File: config.mk
export PLATFORM = sky130hd
export DESIGN_NAME = spi_flash_transfer_sequencer_top
export DESIGN_NICKNAME = d
export VERILOG_FILES = /design/src/rtl/sfts_pkg.sv /design/src/rtl/sfts_in_stage.sv /design/src/rtl/sfts_core.sv /design/src/rtl/spi_flash_transfer_sequencer_top.sv
export SDC_FILE = /design/constraint.sdc
export NUM_CORES = 1
export LEC_CHECK = 0
export ABC_AREA = 1
export BUFFER_PORTS_ARGS = -buffer_cell sky130_fd_sc_hd__buf_4
export CAP_MARGIN = 20
export CORE_ASPECT_RATIO = 0.6
export CORE_MARGIN = 4
export CORE_UTILIZATION = 50
export DETAILED_ROUTE_END_ITERATION = 10
export HOLD_SLACK_MARGIN = 0.02
export PLACE_DENSITY_LB_ADDON = 0.25
export SYNTH_ARGS = -nofsm -noshare
export SYNTH_HDL_FRONTEND = slang
export SYNTH_HIERARCHICAL = 1
export SYNTH_SLANG_ARGS = --single-unit
File: constraint.sdc
create_clock -name i_clk -period 20.5 [get_ports i_clk]
set_input_delay 0 -clock i_clk [delete_from_list [all_inputs] [get_ports i_clk]]
set_output_delay 0 -clock i_clk [all_outputs]
set_load 0.05 [all_outputs]
File: src/rtl/sfts_pkg.sv
// Package for the SPI flash transfer sequencer: sizes, codes and the
// transaction structs shared by the input stage, the core and the top level.
// No dependencies.
package sfts_pkg;

    localparam int PAGE_BYTES     = 256;
    localparam int ADDRESS_BITS   = 24;
    localparam int MAX_READ_BYTES = 65535;

    localparam int PAGE_BITS = $clog2(PAGE_BYTES);
    localparam int CHUNK_W   = PAGE_BITS + 1;
    localparam int SPACE_W   = 34;

    localparam int CMD_W     = 3;
    localparam int FADDR_W   = 24;
    localparam int COUNT_W   = 25;
    localparam int BADDR_W   = 32;
    localparam int TIME_W    = 32;
    localparam int TMO_W     = 16;
    localparam int LEN_W     = 16;
    localparam int PHASE_W   = 4;
    localparam int ACTION_W  = 3;

    localparam logic [SPACE_W-1:0] ADDR_SPACE = SPACE_W'(1) << ADDRESS_BITS;
    localparam logic [COUNT_W-1:0] MAX_READ   = COUNT_W'(MAX_READ_BYTES);
    localparam logic [TMO_W-1:0]   TIMEOUT_RESET = 16'd1000;

    localparam logic [CMD_W-1:0] CMD_WRITE = 3'd0;
    localparam logic [CMD_W-1:0] CMD_READ  = 3'd1;
    localparam logic [CMD_W-1:0] CMD_FAST  = 3'd2;
    localparam logic [CMD_W-1:0] CMD_POLL  = 3'd3;
    localparam logic [CMD_W-1:0] CMD_ABORT = 3'd4;

    typedef enum logic [PHASE_W-1:0] {
        PH_IDLE      = 4'd0,
        PH_WPEND     = 4'd1,
        PH_RPEND     = 4'd2,
        PH_FRPEND    = 4'd3,
        PH_WAITTX    = 4'd4,
        PH_WAITRX    = 4'd5,
        PH_WAITREADY = 4'd6,
        PH_DONE      = 4'd7,
        PH_ERROR     = 4'd8
    } t_phase;

    typedef enum logic [ACTION_W-1:0] {
        ACT_NONE    = 3'd0,
        ACT_PROGRAM = 3'd1,
        ACT_READ    = 3'd2,
        ACT_FAST    = 3'd3,
        ACT_ABORT   = 3'd4
    } t_action;

    typedef struct packed {
        logic [CMD_W-1:0]   command;
        logic [FADDR_W-1:0] flash_address;
        logic [COUNT_W-1:0] byte_count;
        logic [BADDR_W-1:0] buffer_address;
        logic               flash_busy;
        logic               status_valid;
        logic               tx_busy;
        logic               rx_busy;
        logic [TIME_W-1:0]  now_ms;
    } t_item;

    typedef struct packed {
        logic                accepted;
        logic [PHASE_W-1:0]  phase;
        logic [ACTION_W-1:0] action;
        logic [FADDR_W-1:0]  action_flash_address;
        logic [BADDR_W-1:0]  action_buffer_address;
        logic [LEN_W-1:0]    action_length;
        logic                done_res;
        logic                error;
    } t_result;

endpackage

File: src/rtl/sfts_in_stage.sv
// Input register of the SPI flash transfer sequencer: captures one event
// transaction and holds it until the core takes it. Depends on sfts_pkg.
module sfts_in_stage (
    input  logic           i_clk,
    input  logic           i_rst_n,
    input  logic           i_valid,
    input  sfts_pkg::t_item i_item,
    output logic           o_stall,
    input  logic           i_adv,
    output logic           o_valid,
    output sfts_pkg::t_item o_item
);

    logic            r_valid;
    logic            n_valid;
    sfts_pkg::t_item r_item;
    logic            load;

    // hold while full and the core cannot drain this cycle
    assign o_stall = r_valid && !i_adv;
    assign load    = i_valid && !o_stall;
    assign n_valid = load || (r_valid && !i_adv);

    always_ff @(posedge i_clk) begin
        if (!i_rst_n) begin
            r_valid <= 1'b0;
        end else begin
            r_valid <= n_valid;
        end
    end

    always_ff @(posedge i_clk) begin
        if (load) begin
            r_item <= i_item;
        end
    end

    assign o_valid = r_valid;
    assign o_item  = r_item;

endmodule

File: src/rtl/sfts_core.sv
// Sequencer core: transfer state registers and the single-pass step logic
// that turns one event transaction into one result. Depends on sfts_pkg.
module sfts_core (
    input  logic                        i_clk,
    input  logic                        i_rst_n,
    input  logic                        i_adv,
    input  sfts_pkg::t_item             i_item,
    input  logic [sfts_pkg::TMO_W-1:0]  i_wait_limit,
    output sfts_pkg::t_result           o_result
);

    sfts_pkg::t_phase                 r_phase,  n_phase;
    logic [sfts_pkg::COUNT_W-1:0]     r_cursor, n_cursor;
    logic [sfts_pkg::COUNT_W-1:0]     r_left,   n_left;
    logic [sfts_pkg::BADDR_W-1:0]     r_buf,    n_buf;
    logic [sfts_pkg::CHUNK_W-1:0]     r_chunk,  n_chunk;
    logic [sfts_pkg::TIME_W-1:0]      r_stamp,  n_stamp;

    logic                             active;
    logic                             not_ready;
    logic                             link_ready;
    logic                             range_ok;
    logic                             req_ok;
    logic [sfts_pkg::SPACE_W-1:0]     range_end;
    logic [sfts_pkg::TIME_W-1:0]      elapsed;
    logic                             timed_out;
    logic [sfts_pkg::COUNT_W-1:0]     step_bytes;

    assign active = (r_phase >= sfts_pkg::PH_WPEND) && (r_phase <= sfts_pkg::PH_WAITREADY);
    assign not_ready  = i_item.flash_busy || !i_item.status_valid;
    assign link_ready = !i_item.tx_busy && !i_item.rx_busy && !not_ready;

    assign range_end = sfts_pkg::SPACE_W'(i_item.flash_address)
                     + sfts_pkg::SPACE_W'(i_item.byte_count);
    assign range_ok  = (i_item.byte_count != '0)
                    && (sfts_pkg::SPACE_W'(i_item.flash_address) < sfts_pkg::ADDR_SPACE)
                    && (range_end <= sfts_pkg::ADDR_SPACE);
    assign req_ok = range_ok && !active
                 && ((i_item.command == sfts_pkg::CMD_WRITE)
                     || (i_item.byte_count <= sfts_pkg::MAX_READ));

    assign elapsed   = i_item.now_ms - r_stamp;
    assign timed_out = elapsed >= sfts_pkg::TIME_W'(i_wait_limit);

    // bytes the finished page program covered
    assign step_bytes = (sfts_pkg::COUNT_W'(r_chunk) > r_left) ? r_left
                                                               : sfts_pkg::COUNT_W'(r_chunk);

    always_comb begin
        logic                          do_chunk;
        logic                          do_read;
        logic                          do_tmo;
        logic                          do_error;
        sfts_pkg::t_action             read_act;
        sfts_pkg::t_action             act;
        logic [sfts_pkg::FADDR_W-1:0]  res_fa;
        logic [sfts_pkg::BADDR_W-1:0]  res_ba;
        logic [sfts_pkg::LEN_W-1:0]    res_len;
        logic                          acc;
        logic [sfts_pkg::CHUNK_W-1:0]  room;
        logic [sfts_pkg::CHUNK_W-1:0]  chunk;

        n_phase  = r_phase;
        n_cursor = r_cursor;
        n_left   = r_left;
        n_buf    = r_buf;
        n_chunk  = r_chunk;
        n_stamp  = r_stamp;
        do_chunk = 1'b0;
        do_read  = 1'b0;
        do_tmo   = 1'b0;
        do_error = 1'b0;
        read_act = sfts_pkg::ACT_READ;
        act      = sfts_pkg::ACT_NONE;
        res_fa   = '0;
        res_ba   = '0;
        res_len  = '0;
        acc      = 1'b0;
        room     = '0;
        chunk    = '0;

        unique case (i_item.command) inside
            sfts_pkg::CMD_WRITE, sfts_pkg::CMD_READ, sfts_pkg::CMD_FAST: begin
                if (req_ok) begin
                    acc      = 1'b1;
                    n_cursor = sfts_pkg::COUNT_W'(i_item.flash_address);
                    n_buf    = i_item.buffer_address;
                    n_left   = i_item.byte_count;
                    n_chunk  = '0;
                    n_stamp  = i_item.now_ms;
                    if (!link_ready) begin
                        if (i_item.command == sfts_pkg::CMD_WRITE) begin
                            n_phase = sfts_pkg::PH_WPEND;
                        end else if (i_item.command == sfts_pkg::CMD_READ) begin
                            n_phase = sfts_pkg::PH_RPEND;
                        end else begin
                            n_phase = sfts_pkg::PH_FRPEND;
                        end
                    end else if (i_item.command == sfts_pkg::CMD_WRITE) begin
                        do_chunk = 1'b1;
                    end else begin
                        do_read  = 1'b1;
                        read_act = (i_item.command == sfts_pkg::CMD_READ)
                                   ? sfts_pkg::ACT_READ : sfts_pkg::ACT_FAST;
                    end
                end
            end
            sfts_pkg::CMD_POLL: begin
                unique case (r_phase) inside
                    sfts_pkg::PH_WPEND, sfts_pkg::PH_RPEND, sfts_pkg::PH_FRPEND: begin
                        if (link_ready) begin
                            if (r_phase == sfts_pkg::PH_WPEND) begin
                                do_chunk = 1'b1;
                            end else begin
                                do_read  = 1'b1;
                                read_act = (r_phase == sfts_pkg::PH_RPEND)
                                           ? sfts_pkg::ACT_READ : sfts_pkg::ACT_FAST;
                            end
                        end
                    end
                    sfts_pkg::PH_WAITTX: begin
                        if (!i_item.tx_busy) begin
                            n_stamp = i_item.now_ms;
                            n_phase = sfts_pkg::PH_WAITREADY;
                        end else begin
                            do_tmo = 1'b1;
                        end
                    end
                    sfts_pkg::PH_WAITRX: begin
                        if (!i_item.rx_busy) begin
                            n_stamp = i_item.now_ms;
                            n_left  = '0;
                            n_phase = sfts_pkg::PH_DONE;
                        end else begin
                            do_tmo = 1'b1;
                        end
                    end
                    sfts_pkg::PH_WAITREADY: begin
                        if (not_ready) begin
                            do_tmo = 1'b1;
                        end else begin
                            // advance past the programmed page
                            n_cursor = r_cursor + step_bytes;
                            n_buf    = r_buf + sfts_pkg::BADDR_W'(step_bytes);
                            n_left   = r_left - step_bytes;
                            n_chunk  = '0;
                            do_chunk = 1'b1;
                        end
                    end
                    default: begin
                    end
                endcase
            end
            sfts_pkg::CMD_ABORT: begin
                do_error = active;
            end
            default: begin
            end
        endcase

        if (do_tmo && timed_out) begin
            do_error = 1'b1;
        end

        if (do_chunk) begin
            n_stamp = i_item.now_ms;
            if (n_left == '0) begin
                n_chunk = '0;
                n_phase = sfts_pkg::PH_DONE;
            end else begin
                // cut at the next page boundary
                room  = sfts_pkg::CHUNK_W'(sfts_pkg::PAGE_BYTES)
                      - sfts_pkg::CHUNK_W'(n_cursor[sfts_pkg::PAGE_BITS-1:0]);
                chunk = (n_left > sfts_pkg::COUNT_W'(room))
                        ? room : n_left[sfts_pkg::CHUNK_W-1:0];
                n_chunk = chunk;
                n_phase = sfts_pkg::PH_WAITTX;
                act     = sfts_pkg::ACT_PROGRAM;
                res_fa  = n_cursor[sfts_pkg::FADDR_W-1:0];
                res_ba  = n_buf;
                res_len = sfts_pkg::LEN_W'(chunk);
            end
        end

        if (do_read) begin
            n_phase = sfts_pkg::PH_WAITRX;
            act     = read_act;
            res_fa  = n_cursor[sfts_pkg::FADDR_W-1:0];
            res_ba  = n_buf;
            res_len = n_left[sfts_pkg::LEN_W-1:0];
        end

        if (do_error) begin
            n_left  = '0;
            n_chunk = '0;
            n_stamp = i_item.now_ms;
            n_phase = sfts_pkg::PH_ERROR;
            act     = sfts_pkg::ACT_ABORT;
            res_fa  = '0;
            res_ba  = '0;
            res_len = '0;
        end

        o_result.accepted              = acc;
        o_result.phase                 = n_phase;
        o_result.action                = act;
        o_result.action_flash_address  = res_fa;
        o_result.action_buffer_address = res_ba;
        o_result.action_length         = res_len;
        o_result.done_res              = (n_phase == sfts_pkg::PH_DONE);
        o_result.error                 = (n_phase == sfts_pkg::PH_ERROR);
    end

    always_ff @(posedge i_clk) begin
        if (!i_rst_n) begin
            r_phase  <= sfts_pkg::PH_IDLE;
            r_cursor <= '0;
            r_left   <= '0;
            r_buf    <= '0;
            r_chunk  <= '0;
            r_stamp  <= '0;
        end else if (i_adv) begin
            r_phase  <= n_phase;
            r_cursor <= n_cursor;
            r_left   <= n_left;
            r_buf    <= n_buf;
            r_chunk  <= n_chunk;
            r_stamp  <= n_stamp;
        end
    end

`ifndef ASSERT_OFF
    a_abort_enters_error: assert property (@(posedge i_clk) disable iff (!i_rst_n)
        (i_adv && i_item.command == sfts_pkg::CMD_ABORT && active)
        |=> (r_phase == sfts_pkg::PH_ERROR))
        else $error("abort while active did not enter error");

    a_state_holds_idle: assert property (@(posedge i_clk) disable iff (!i_rst_n)
        !i_adv |=> ($stable(r_phase) && $stable(r_left) && $stable(r_cursor)))
        else $error("transfer state changed without a transaction");

    a_chunk_only_in_write: assert property (@(posedge i_clk) disable iff (!i_rst_n)
        (r_chunk != '0)
        |-> (r_phase == sfts_pkg::PH_WAITTX || r_phase == sfts_pkg::PH_WAITREADY))
        else $error("chunk size left over outside a page program");

    a_chunk_fits_page: assert property (@(posedge i_clk) disable iff (!i_rst_n)
        (r_phase == sfts_pkg::PH_WAITTX)
        |-> (r_chunk != '0
             && r_chunk <= sfts_pkg::CHUNK_W'(sfts_pkg::PAGE_BYTES)))
        else $error("page program chunk out of range");
`endif

endmodule

File: src/rtl/spi_flash_transfer_sequencer_top.sv
// SPI flash transfer sequencer, top level: ports, wait limit register,
// result register. Depends on sfts_pkg, sfts_in_stage and sfts_core.
//
// Usage:
//   Event channel (i_in_valid / o_in_stall): one transaction per request,
//   poll or SPI error item, taken when valid is high and stall is low.
//   Result channel (o_out_valid / i_out_stall): exactly one result per
//   event, in order, taken when valid is high and stall is low.
//   Config channel (i_cfg_valid / o_cfg_ready): writes the wait limit in ms;
//   ready is always high. Write it only while no event is in flight.
//   An event that is taken goes through the input register, then the result
//   register. Throughput: one event per cycle while the receiver does not
//   stall; the whole step is one pass of compare-and-update logic on the state.
//   Stall: the result register holds while the receiver stalls, the input
//   register still takes one more event, then o_in_stall rises.
//   Reset: phase idle, cursors cleared, wait limit back to 1000 ms.
module spi_flash_transfer_sequencer_top (
    input  logic                          i_clk,
    input  logic                          i_rst_n,
    input  logic                          i_in_valid,
    output logic                          o_in_stall,
    input  logic [sfts_pkg::CMD_W-1:0]    i_command,
    input  logic [sfts_pkg::FADDR_W-1:0]  i_flash_address,
    input  logic [sfts_pkg::COUNT_W-1:0]  i_byte_count,
    input  logic [sfts_pkg::BADDR_W-1:0]  i_buffer_address,
    input  logic                          i_flash_busy,
    input  logic                          i_status_valid,
    input  logic                          i_tx_busy,
    input  logic                          i_rx_busy,
    input  logic [sfts_pkg::TIME_W-1:0]   i_now_ms,
    output logic                          o_out_valid,
    input  logic                          i_out_stall,
    output logic                          o_accepted,
    output logic [sfts_pkg::PHASE_W-1:0]  o_phase,
    output logic [sfts_pkg::ACTION_W-1:0] o_action,
    output logic [sfts_pkg::FADDR_W-1:0]  o_action_flash_address,
    output logic [sfts_pkg::BADDR_W-1:0]  o_action_buffer_address,
    output logic [sfts_pkg::LEN_W-1:0]    o_action_length,
    output logic                          o_done_res,
    output logic                          o_error,
    input  logic                          i_cfg_valid,
    output logic                          o_cfg_ready,
    input  logic [sfts_pkg::TMO_W-1:0]    i_cfg_data
);

    sfts_pkg::t_item              in_item;
    sfts_pkg::t_item              held_item;
    sfts_pkg::t_result            step_result;
    sfts_pkg::t_result            r_out;
    logic                         r_out_valid;
    logic                         held_valid;
    logic                         adv;
    logic [sfts_pkg::TMO_W-1:0]   r_wait_limit;

    assign in_item.command        = i_command;
    assign in_item.flash_address  = i_flash_address;
    assign in_item.byte_count     = i_byte_count;
    assign in_item.buffer_address = i_buffer_address;
    assign in_item.flash_busy     = i_flash_busy;
    assign in_item.status_valid   = i_status_valid;
    assign in_item.tx_busy        = i_tx_busy;
    assign in_item.rx_busy        = i_rx_busy;
    assign in_item.now_ms         = i_now_ms;

    // advance when an event is held and the result register is empty or being drained
    assign adv = held_valid && (!r_out_valid || !i_out_stall);

    sfts_in_stage u_in_stage (
        .i_clk   (i_clk),
        .i_rst_n (i_rst_n),
        .i_valid (i_in_valid),
        .i_item  (in_item),
        .o_stall (o_in_stall),
        .i_adv   (adv),
        .o_valid (held_valid),
        .o_item  (held_item)
    );

    sfts_core u_core (
        .i_clk        (i_clk),
        .i_rst_n      (i_rst_n),
        .i_adv        (adv),
        .i_item       (held_item),
        .i_wait_limit (r_wait_limit),
        .o_result     (step_result)
    );

    assign o_cfg_ready = 1'b1;

    always_ff @(posedge i_clk) begin
        if (!i_rst_n) begin
            r_wait_limit <= sfts_pkg::TIMEOUT_RESET;
        end else if (i_cfg_valid && o_cfg_ready) begin
            r_wait_limit <= i_cfg_data;
        end
    end

    always_ff @(posedge i_clk) begin
        if (!i_rst_n) begin
            r_out_valid <= 1'b0;
        end else if (adv) begin
            r_out_valid <= 1'b1;
        end else if (!i_out_stall) begin
            r_out_valid <= 1'b0;
        end
    end

    always_ff @(posedge i_clk) begin
        if (adv) begin
            r_out <= step_result;
        end
    end

    assign o_out_valid             = r_out_valid;
    assign o_accepted              = r_out.accepted;
    assign o_phase                 = r_out.phase;
    assign o_action                = r_out.action;
    assign o_action_flash_address  = r_out.action_flash_address;
    assign o_action_buffer_address = r_out.action_buffer_address;
    assign o_action_length         = r_out.action_length;
    assign o_done_res              = r_out.done_res;
    assign o_error                 = r_out.error;

endmodule
==> impl_summary.log, run 1 <==
[metrics] Die W: ~280 µm
[metrics] total global routing track utilization: 33.06%
[metrics] Site Rows: 60
[metrics] Setup Slack @ Placement: 12.82 ns
[metrics] half-perimeter wire length of the detailed placement result: between 60000 and 70000 µm
[metrics] FILL cells: slightly below 4000
[metrics] number of primary I/O pins: 226
[metrics] design area: 27930 µm²
[metrics] synthesis-stage register bit count: ~350
[metrics] final routed wirelength across all metal layers: 83680 µm
[metrics] final worst clock skew: 0.01558 ns
[metrics] clock latency at the later pin of the worst-skew pair: about 0.55 ns
[metrics] buffering stage count on the worst path with inverters included: 3
[metrics] total of endpoints with negative setup slack in the final report: 0
[metrics] nature of the critical path startpoint: flip-flop
[metrics] share of cells above drive strength 1: between 10 and 15%
[metrics] Clock Sinks: about 350
[metrics] class of the most critical setup path: reg -> reg
[metrics] via count: 23110
[metrics] Max Clk Rate: 125.1 MHz
[metrics] portion of total power attributed to the clock network: a little over a third
[metrics] number of global-route vias before repair: 21350
[metrics] Final GP Congestion: between 0.9 and 1
[metrics] most numerous cell types in the synthesized netlist: nand2_1 (624), inv_1 (357), a21oi_1 (319), nor2_1 (260), o21ai_0 (213)
[metrics] standard cell with the maximum stage delay on the critical path: a21oi_1
[metrics] cell count after placement: 3722
[metrics] multi-input gate area in the final layout: about 12000 µm²
[metrics] Layout Cells excl Fill: 3960
[metrics] Port-buffer cells: 224
[metrics] Final min period: 7.994 ns
[metrics] Max IR drop VDD: 0.06948 mV
[metrics] Clock Pin Slew Worst Setup and Hold Paths: about 0.07 ns
[metrics] Die Span Y: 172.8 µm
[metrics] Layout Area Growth over Synthesis: 23.37%
[metrics] Initial DRT Pass Iterations: 6
[metrics] initial core utilization: 50.59%
[metrics] residual overflow from global routing: 0
[metrics] critical path's top delay family: compound AO/OA/AOI/OAI gates
[metrics] combinational cell fraction of total power: 27.6%
[metrics] library cell with the highest instance count after synthesis: nand2_1
[metrics] max-cap violation count: 0
[metrics] Hold Startpoint: i_rst_n
[metrics] Yosys top cell area share: 26.80%
[metrics] cell type with the largest total area after synthesis: edfxtp_1
[metrics] Worst-Margin Slew: about 1.1 ns
[metrics] Setup Total Neg Slack: 0 ns
[metrics] number of H-tree branching levels: 2
[metrics] DRC: 0
[metrics] largest net degree at the start of global routing: 184
[metrics] Final Worst Setup Slack: ~13 ns
[metrics] Cell Area, Placed: 24850 µm²
[metrics] post-synthesis sequential area ratio: 39.53%
[metrics] clk buf depth: 3
[metrics] proportion of synthesized flip-flops having asynchronous set or reset: 0%
[metrics] switching power as a share of total power: 33.66%
[metrics] Worst Path Max Fanout: 18
[metrics] remaining antenna violation count: 0
[metrics] count of synthesis-stage warnings from yosys: 6
[metrics] Pwr Density: 77.63 nW/µm²
[metrics] Avg Synthesized Cell Area: 7.624 µm²
[metrics] internal power of the cells: 1.438 mW
[metrics] number of buffers added by the clock tree synthesis step: 36
[metrics] worst relative slew slack: 28.23%
[metrics] Worst EP arrival: 8.39 ns
[metrics] dominant cells by area after synthesis: edfxtp_1 (27%), dfxtp_1 (13%), nand2_1 (10%)
[metrics] number of antenna violations at the first check in global routing: 2
[metrics] kind of capture point of the worst setup path: flip-flop
[metrics] top_reg_cell synth: edfxtp_1
[metrics] part of the total power dissipated in sequential elements: 37.7%
[metrics] status: finished, final reports clean
[metrics] WL/cell: 21.13 µm
[metrics] Post-Synthesis Cell Area: 22640 µm²
[metrics] Crit path required time: 20.89 ns
[metrics] root buffer cell: clkbuf_16
[metrics] via density per instance: just under 6
[metrics] Final period util: 39.00%
[metrics] launching instance or port of the critical path: u_core/r_left[2]$_SDFFE_PN0P_
[metrics] Slew Viols, Final: 0
[metrics] hold violation total from the final report: 0
[metrics] register area: between 8000 and 9000 µm²
[metrics] number of nets in the layout: 3635
[metrics] setup repair after global routing missed its margin: false
[metrics] startpoint of the most critical register-to-register path: u_core/r_left[2]$_SDFFE_PN0P_
[metrics] class of the worst hold path: in -> reg
[metrics] initial drt markers: around 2600
[metrics] synthesized netlist cell count: between 2000 and 3000
[metrics] first-pass GRT wire length: 126300 µm
[metrics] Core Area: 44740 µm²
[metrics] peak per-stage delay on the critical path: 0.67 ns
[metrics] Yosys cell types: 65
[metrics] die outline area: 48850 µm²
[metrics] number of enable flip-flop cells after synthesis: 202
[metrics] Leakage: 12.15 nW
[metrics] clock tree from TritonCTS: yes
[metrics] NetSw: 0.7298 mW
[path summary, 6_finish.rpt]
| path | endpoint | slack (ns) | depth (start not counted) |
|---|---|---|---|
| min | u_in_stage/o_valid$_SDFF_PN0_ | 0.02 | 3 |
| max | o_action_length[3]$_DFFE_PP_ | 12.51 | 32 |
| min reg2reg | u_core/r_stamp[21]$_SDFFE_PN0P_ | 0.46 | 2 |
| max reg2reg | o_action_length[3]$_DFFE_PP_ | 12.51 | 32 |
[registers in the layout (all words and copies together) (netlist names), 3 cells and up]
| register | count |
|---|---|
| o_phase | 4 |
| u_core/r_left | 25 |
| o_action | 3 |
| o_action_buffer_address | 32 |
| o_action_length | 16 |
| u_core/r_phase | 4 |
| u_core/r_chunk | 9 |
| o_action_flash_address | 24 |
| u_core/r_buf | 32 |
| u_core/r_cursor | 24 |
| u_core/r_stamp | 32 |
| r_wait_limit | 16 |
| u_in_stage/o_item | 120 |
[per-layer routing]
layer / vias to the layer above / track usage, % / share of wire [%]
met4: 2 / 5.659 / 1.6
met2: 1280 / 46.28 / 40
met5: - / 0 / 0.0084
li1: 10860 / - / -
met1: 10860 / 50.41 / 46
met3: 118 / 10.49 / 13
[area by class of cell]
type                    count  share of cell area [%]
multi-input cells        2171                   42.69
flip-flops and latches    346                   32.04
repair buffers            412                   12.76
inverters                 375                   5.049
clock buffers              47                   3.781
well taps                 589                   2.639
clock inverters            19                   1.030
diodes                      1                0.008960
[cell usage in the layout, fill, tap and decap left out, types with 8 or more instances in the layout]
cell           instances
o21ai_0              213
nor3_1                21
xnor2_1               29
dlygate4sd3_1        170
nand3_1              192
edfxtp_1             202
ha_1                 147
inv_1                357
a21oi_1              318
xor2_1                46
conb_1                31
or2_2                  9
nor2_2                14
o211ai_1              25
inv_2                 14
a221oi_1               9
dfxtp_1              144
o21bai_1               8
nor2_1               255
nand2_2               11
buf_4                239
nand3b_1              10
clkbuf_16             39
nor4_1                17
nand2_1              624
nand4_1               59
a22oi_1               10
o22ai_1                9
o221ai_1              33
[power by group through the flow]
stage	logic (mW)	clock network [mW]	registers, mW
after floorplan	0.353	0	0.851
after global placement	0.539	0	0.829
after detailed placement	0.547	0	0.830
after CTS	0.578	0.759	0.815
after global routing	0.655	0.789	0.820
final	0.599	0.752	0.817
[kinds of logic (layout without fill, tap and decap cells)]
| group | count (synthesis) | count (layout) | synth area share [%] |
|---|---|---|---|
| and+or+nand+nor | 1226 | 1226 | 23.18 |
| AOI/OAI and AO/OA | 687 | 687 | 17.30 |
| buffers and inverters | 481 | 853 | 8.495 |
| DFF | 346 | 346 | 39.53 |
| adders and majority gates | 152 | 152 | 8.567 |
| xor gates and xnor gates | 75 | 75 | 2.902 |
| other | 2 | 32 | 0.03318 |
[per-stage QoR]
stage          hold WS, ns  utilization [%]  total power, mW
6_report           0.02258            62.42            2.168
5_1_grt            0.05320            62.42            2.263
4_1_cts            0.02057            62.35            2.152
3_5_place_dp        0.1793            55.55            1.377
3_3_place_gp        0.1783            55.55            1.368
2_1_floorplan      0.09887                -            1.205
[worst reg2reg max path: cells and delay by family (launching register included)]
kind                     cells  cell delay, ns
AO/OA/AOI/OAI               11            3.19
buffers and inverters        3            0.34
adder cells (fa/ha/maj)      4            1.42
flip-flops                   1            0.39
AND/OR/NAND/NOR             13            2.22
XOR/XNOR                     1            0.27
[timing repair]
action | 4_1_cts | 5_1_grt
hold endpoints to repair | 149 | 0
endpoints found under the setup margin | 0 | 0
resized for setup | 0 | 0
hold buffers | 170 | 0
buffers inserted | 0 | 0
Power figures use the tool's default switching activity.
==> inputs of run 2 (changes only) <==
ABC_AREA = 0   (was 1)
clock period = 6.9 ns   (was 20.5 ns; I/O delays follow)
==> run 2 against run 1 <==
Effect of this change:
- non-clock buffer count is 186 higher
- final cell count decreased by 13%
- sequential share of layout area fell by 0.21 points
- first-iteration DRC count down 3.8%
- synthesized area decreased by 6.4%
- sequential power grew to 2.9 times the previous value
- routed wire length fell by 6.4%
- register-to-register slack got worse by 12 ns
- via count is 9.2% lower
- setup slack got worse by 12 ns
- die area is 6.2% lower
==> impl_summary.log, run 2 <==
[metrics] max reg flops: 120 (unchanged)
[metrics] total global routing track utilization: 32.85% (-0.21 points)
[metrics] peak per-stage delay on the critical path: 0.47 ns (-0.20 ns)
[metrics] proportion of synthesized flip-flops having asynchronous set or reset: 0% (unchanged)
[metrics] count of synthesis-stage warnings from yosys: 6 (unchanged)
[metrics] number of buffers added by the clock tree synthesis step: 36 (unchanged)
[metrics] remaining antenna violation count: 0 (unchanged)
[metrics] library cell with the highest instance count after synthesis: nor2_1
[metrics] Setup Total Neg Slack: 0 ns (unchanged)
[metrics] Clock Pin Slew Worst Setup and Hold Paths: 0.07 ns (about the same)
[metrics] class of the most critical setup path: reg -> reg
[metrics] Final GP Congestion: 1.001 (+2.8%)
[metrics] total of endpoints with negative setup slack in the final report: 0 (unchanged)
[metrics] clock latency at the later pin of the worst-skew pair: 0.55 ns (about the same)
[metrics] initial drt markers: 2534 (-3.8%)
[metrics] standard cell with the maximum stage delay on the critical path: nor4_1
[metrics] Max Clk Rate: 151.4 MHz (+21%)
[metrics] synthesized netlist cell count: 2266 (-24%)
[metrics] nature of the critical path startpoint: flip-flop
[metrics] Worst Path Max Fanout: 10 (-8)
[metrics] number of global-route vias before repair: 20090 (-5.9%)
[metrics] FILL cells: 3245 (-16%)
[metrics] Die W: 273.7 µm (-3.2%)
[metrics] most numerous cell types in the synthesized netlist: nor2_1 (231), edfxtp_1 (202), nand2_1 (174), a21oi_1 (172), ha_1 (147)
[metrics] via count: 20990 (-9.2%)
[metrics] Final Worst Setup Slack: 0.2943 ns (-12.21 ns)
[metrics] commonest cells after routing, fill and taps aside: buf_4 (414), nor2_1 (230), edfxtp_1 (202), nand2_1 (173), dlygate4sd3_1 (173)
[metrics] Yosys cell types: 100 (+54%)
[metrics] Port-buffer cells: 224 (unchanged)
[metrics] clk buf depth: 3 (unchanged)
[metrics] Clock Sinks: 346 (unchanged)
[metrics] NetSw: 1.818 mW (+150%)
[metrics] Die Span Y: 167.4 µm (-3.1%)
[metrics] worst relative slew slack: 28.70% (+0.47 points)
[metrics] cell type with the largest total area after synthesis: edfxtp_1
[metrics] number of antenna violations at the first check in global routing: 2 (unchanged)
[metrics] Worst-Margin Slew: 1.067 ns (-0.0002389 ns)
[metrics] number of enable flip-flop cells after synthesis: 202 (unchanged)
[metrics] Site Rows: 58 (-3.3%)
[metrics] internal power of the cells: 4.107 mW (+190%)
[metrics] most common library cell in the layout ignoring fill and taps: buf_4
[metrics] final worst clock skew: 0.02590 ns (+0.01032 ns)
[metrics] Initial DRT Pass Iterations: 7 (+1)
[metrics] post-synthesis sequential area ratio: 42.25% (+2.7 points)
[metrics] cell occurring most often along the worst timing path: buf_4
[metrics] class of the worst hold path: in -> reg
[metrics] portion of total power attributed to the clock network: 34.6% (about the same)
[metrics] hold violation total from the final report: 0 (unchanged)
[metrics] root buffer cell: clkbuf_16
[metrics] kind of capture point of the worst setup path: flip-flop
[metrics] Final period util: 95.73% (+57 points)
[metrics] number of nets in the layout: 3124 (-14%)
[metrics] first-pass GRT wire length: 118000 µm (-6.6%)
[metrics] Worst EP arrival: 6.89 ns (-1.50 ns)
[metrics] Slew Viols, Final: 0 (unchanged)
[metrics] largest net degree at the start of global routing: 77 (-58%)
[metrics] clock tree from TritonCTS: yes
[metrics] via density per instance: 6.119 (+4.8%)
[metrics] number of H-tree branching levels: 2 (unchanged)
[metrics] Avg Synthesized Cell Area: 9.348 µm² (+23%)
[metrics] register area: 8950 µm² (about the same)
[metrics] Final min period: 6.606 ns (-1.389 ns)
[metrics] half-perimeter wire length of the detailed placement result: 55130 µm (-8.8%)
[metrics] part of the total power dissipated in sequential elements: 40.2% (+2.5 points)
[metrics] Yosys top cell area share: 28.64% (+1.8 points)
[metrics] Crit path required time: 7.18 ns (-13.71 ns)
[metrics] DRC: 0 (unchanged)
[metrics] combinational cell fraction of total power: 25.2% (-2.4 points)
[metrics] residual overflow from global routing: 0 (unchanged)
[metrics] Post-Synthesis Cell Area: 21180 µm² (-6.4%)
[metrics] Max IR drop VDD: 0.1700 mV (+140%)
[metrics] Pwr Density: 210.7 nW/µm² (+170%)
[metrics] Leakage: 11.60 nW (-4.6%)
[metrics] WL/cell: 22.83 µm (+8.0%)
[metrics] dominant cells by area after synthesis: edfxtp_1 (29%), dfxtp_1 (14%), ha_1 (8.7%)
[metrics] Setup Slack @ Placement: -0.3011 ns (-13.12 ns)
[metrics] final core utilization: 67.15% (+4.7 points)
[metrics] smallest hold slack: 0.1668 ns (+0.1442 ns)
[metrics] die outline area: 45830 µm² (-6.2%)
[metrics] Core Area: 41870 µm² (-6.4%)
[metrics] number of primary I/O pins: 226 (unchanged)
[metrics] initial core utilization: 50.59% (about the same)
[metrics] status: finished, final reports clean
[metrics] synthesis-stage register bit count: 346 (unchanged)
[metrics] final routed wirelength across all metal layers: 78310 µm (-6.4%)
[metrics] switching power as a share of total power: 30.68% (-3.0 points)
[metrics] top_reg_cell synth: edfxtp_1
[metrics] multi-input gate area in the final layout: 11770 µm² (-1.3%)
[metrics] share of cells above drive strength 1: 20.60% (+9.5 points)
[metrics] Layout Area Growth over Synthesis: 32.74%
[metrics] max-cap violation count: 0 (unchanged)
run 2: layout make-up:
cell class / count / area share [%]
multi-input cells: 1727 / 41.87
flip-flops and latches: 346 / 31.83
repair buffers: 598 / 17.86
clock buffers: 44 / 3.458
well taps: 570 / 2.536
inverters: 122 / 1.633
clock inverters: 22 / 0.8054
diodes: 1 / 0.008900
run 2: metrics by stage:
stage               std cells  instance area [µm²]  power, mW
floorplan                2295                21300      3.211
global route             3430                28120      6.133
detailed placement       3172                24670      3.705
finish                   3430                28120      5.925
global placement         3172                24670      3.679
CTS                      3412                27610      5.819
run 2: power groups by stage:
stage / logic, mW / clock network (mW) / registers, mW
detailed placement: 1.28 / 0 / 2.42
global route: 1.59 / 2.15 / 2.39
floorplan: 0.725 / 0 / 2.49
CTS: 1.37 / 2.06 / 2.38
finish: 1.49 / 2.05 / 2.38
global placement: 1.26 / 0 / 2.42
run 2: routing by layer:
metal,global-route usage [%],up-vias,routed length (µm)
met1,49.96,10020,34800
met3,7.992,161,9127
met4,8.067,2,1836
met5,0,-,16
li1,-,9513,-
met2,46.82,1292,32530
run 2: kinds of logic after synthesis:
| kind of cell | share of synthesized area, % |
|---|---|
| compound gates | 20.72 |
| xor+xnor | 3.060 |
| fa+ha+maj | 9.156 |
| buf+inv | 4.413 |
| flops | 42.25 |
| mux | 3.101 |
| other cells | 0.03546 |
| simple gates | 17.27 |
run 2: path summary, 6_finish.rpt:
kind / startpoint / end / slack, ns / cells past startpoint
worst min register to register: u_core/r_cursor[23]$_SDFFE_PN0P_ / u_core/r_cursor[23]$_SDFFE_PN0P_ / 0.48 / 2
worst min-delay path: i_buffer_address[25] / u_in_stage/o_item[61]$_DFFE_PP_ / 0.17 / 2
worst max-delay path: u_core/r_left[4]$_SDFFE_PN0P_ / o_action_length[3]$_DFFE_PP_ / 0.29 / 32
worst max register to register: u_core/r_left[4]$_SDFFE_PN0P_ / o_action_length[3]$_DFFE_PP_ / 0.29 / 32
run 2: repair_timing:
item	4_1_cts	5_1_grt
endpoints found under the setup margin	66	147
hold buffers	173	0
resized for setup	3	85
endpoints found under the hold margin	155	0
pin swaps	2	27
cloned	0	1
setup buffers	1	16
run 2: worst max-delay path: cells and delay by family, from the launching register on:
family | cells | cell delay, ns
AO/OA/AOI/OAI | 12 | 2.45
buffers and inverters | 10 | 1.44
AND/OR/NAND/NOR | 8 | 1.40
adder cells (fa/ha/maj) | 2 | 0.59
flip-flops | 1 | 0.42
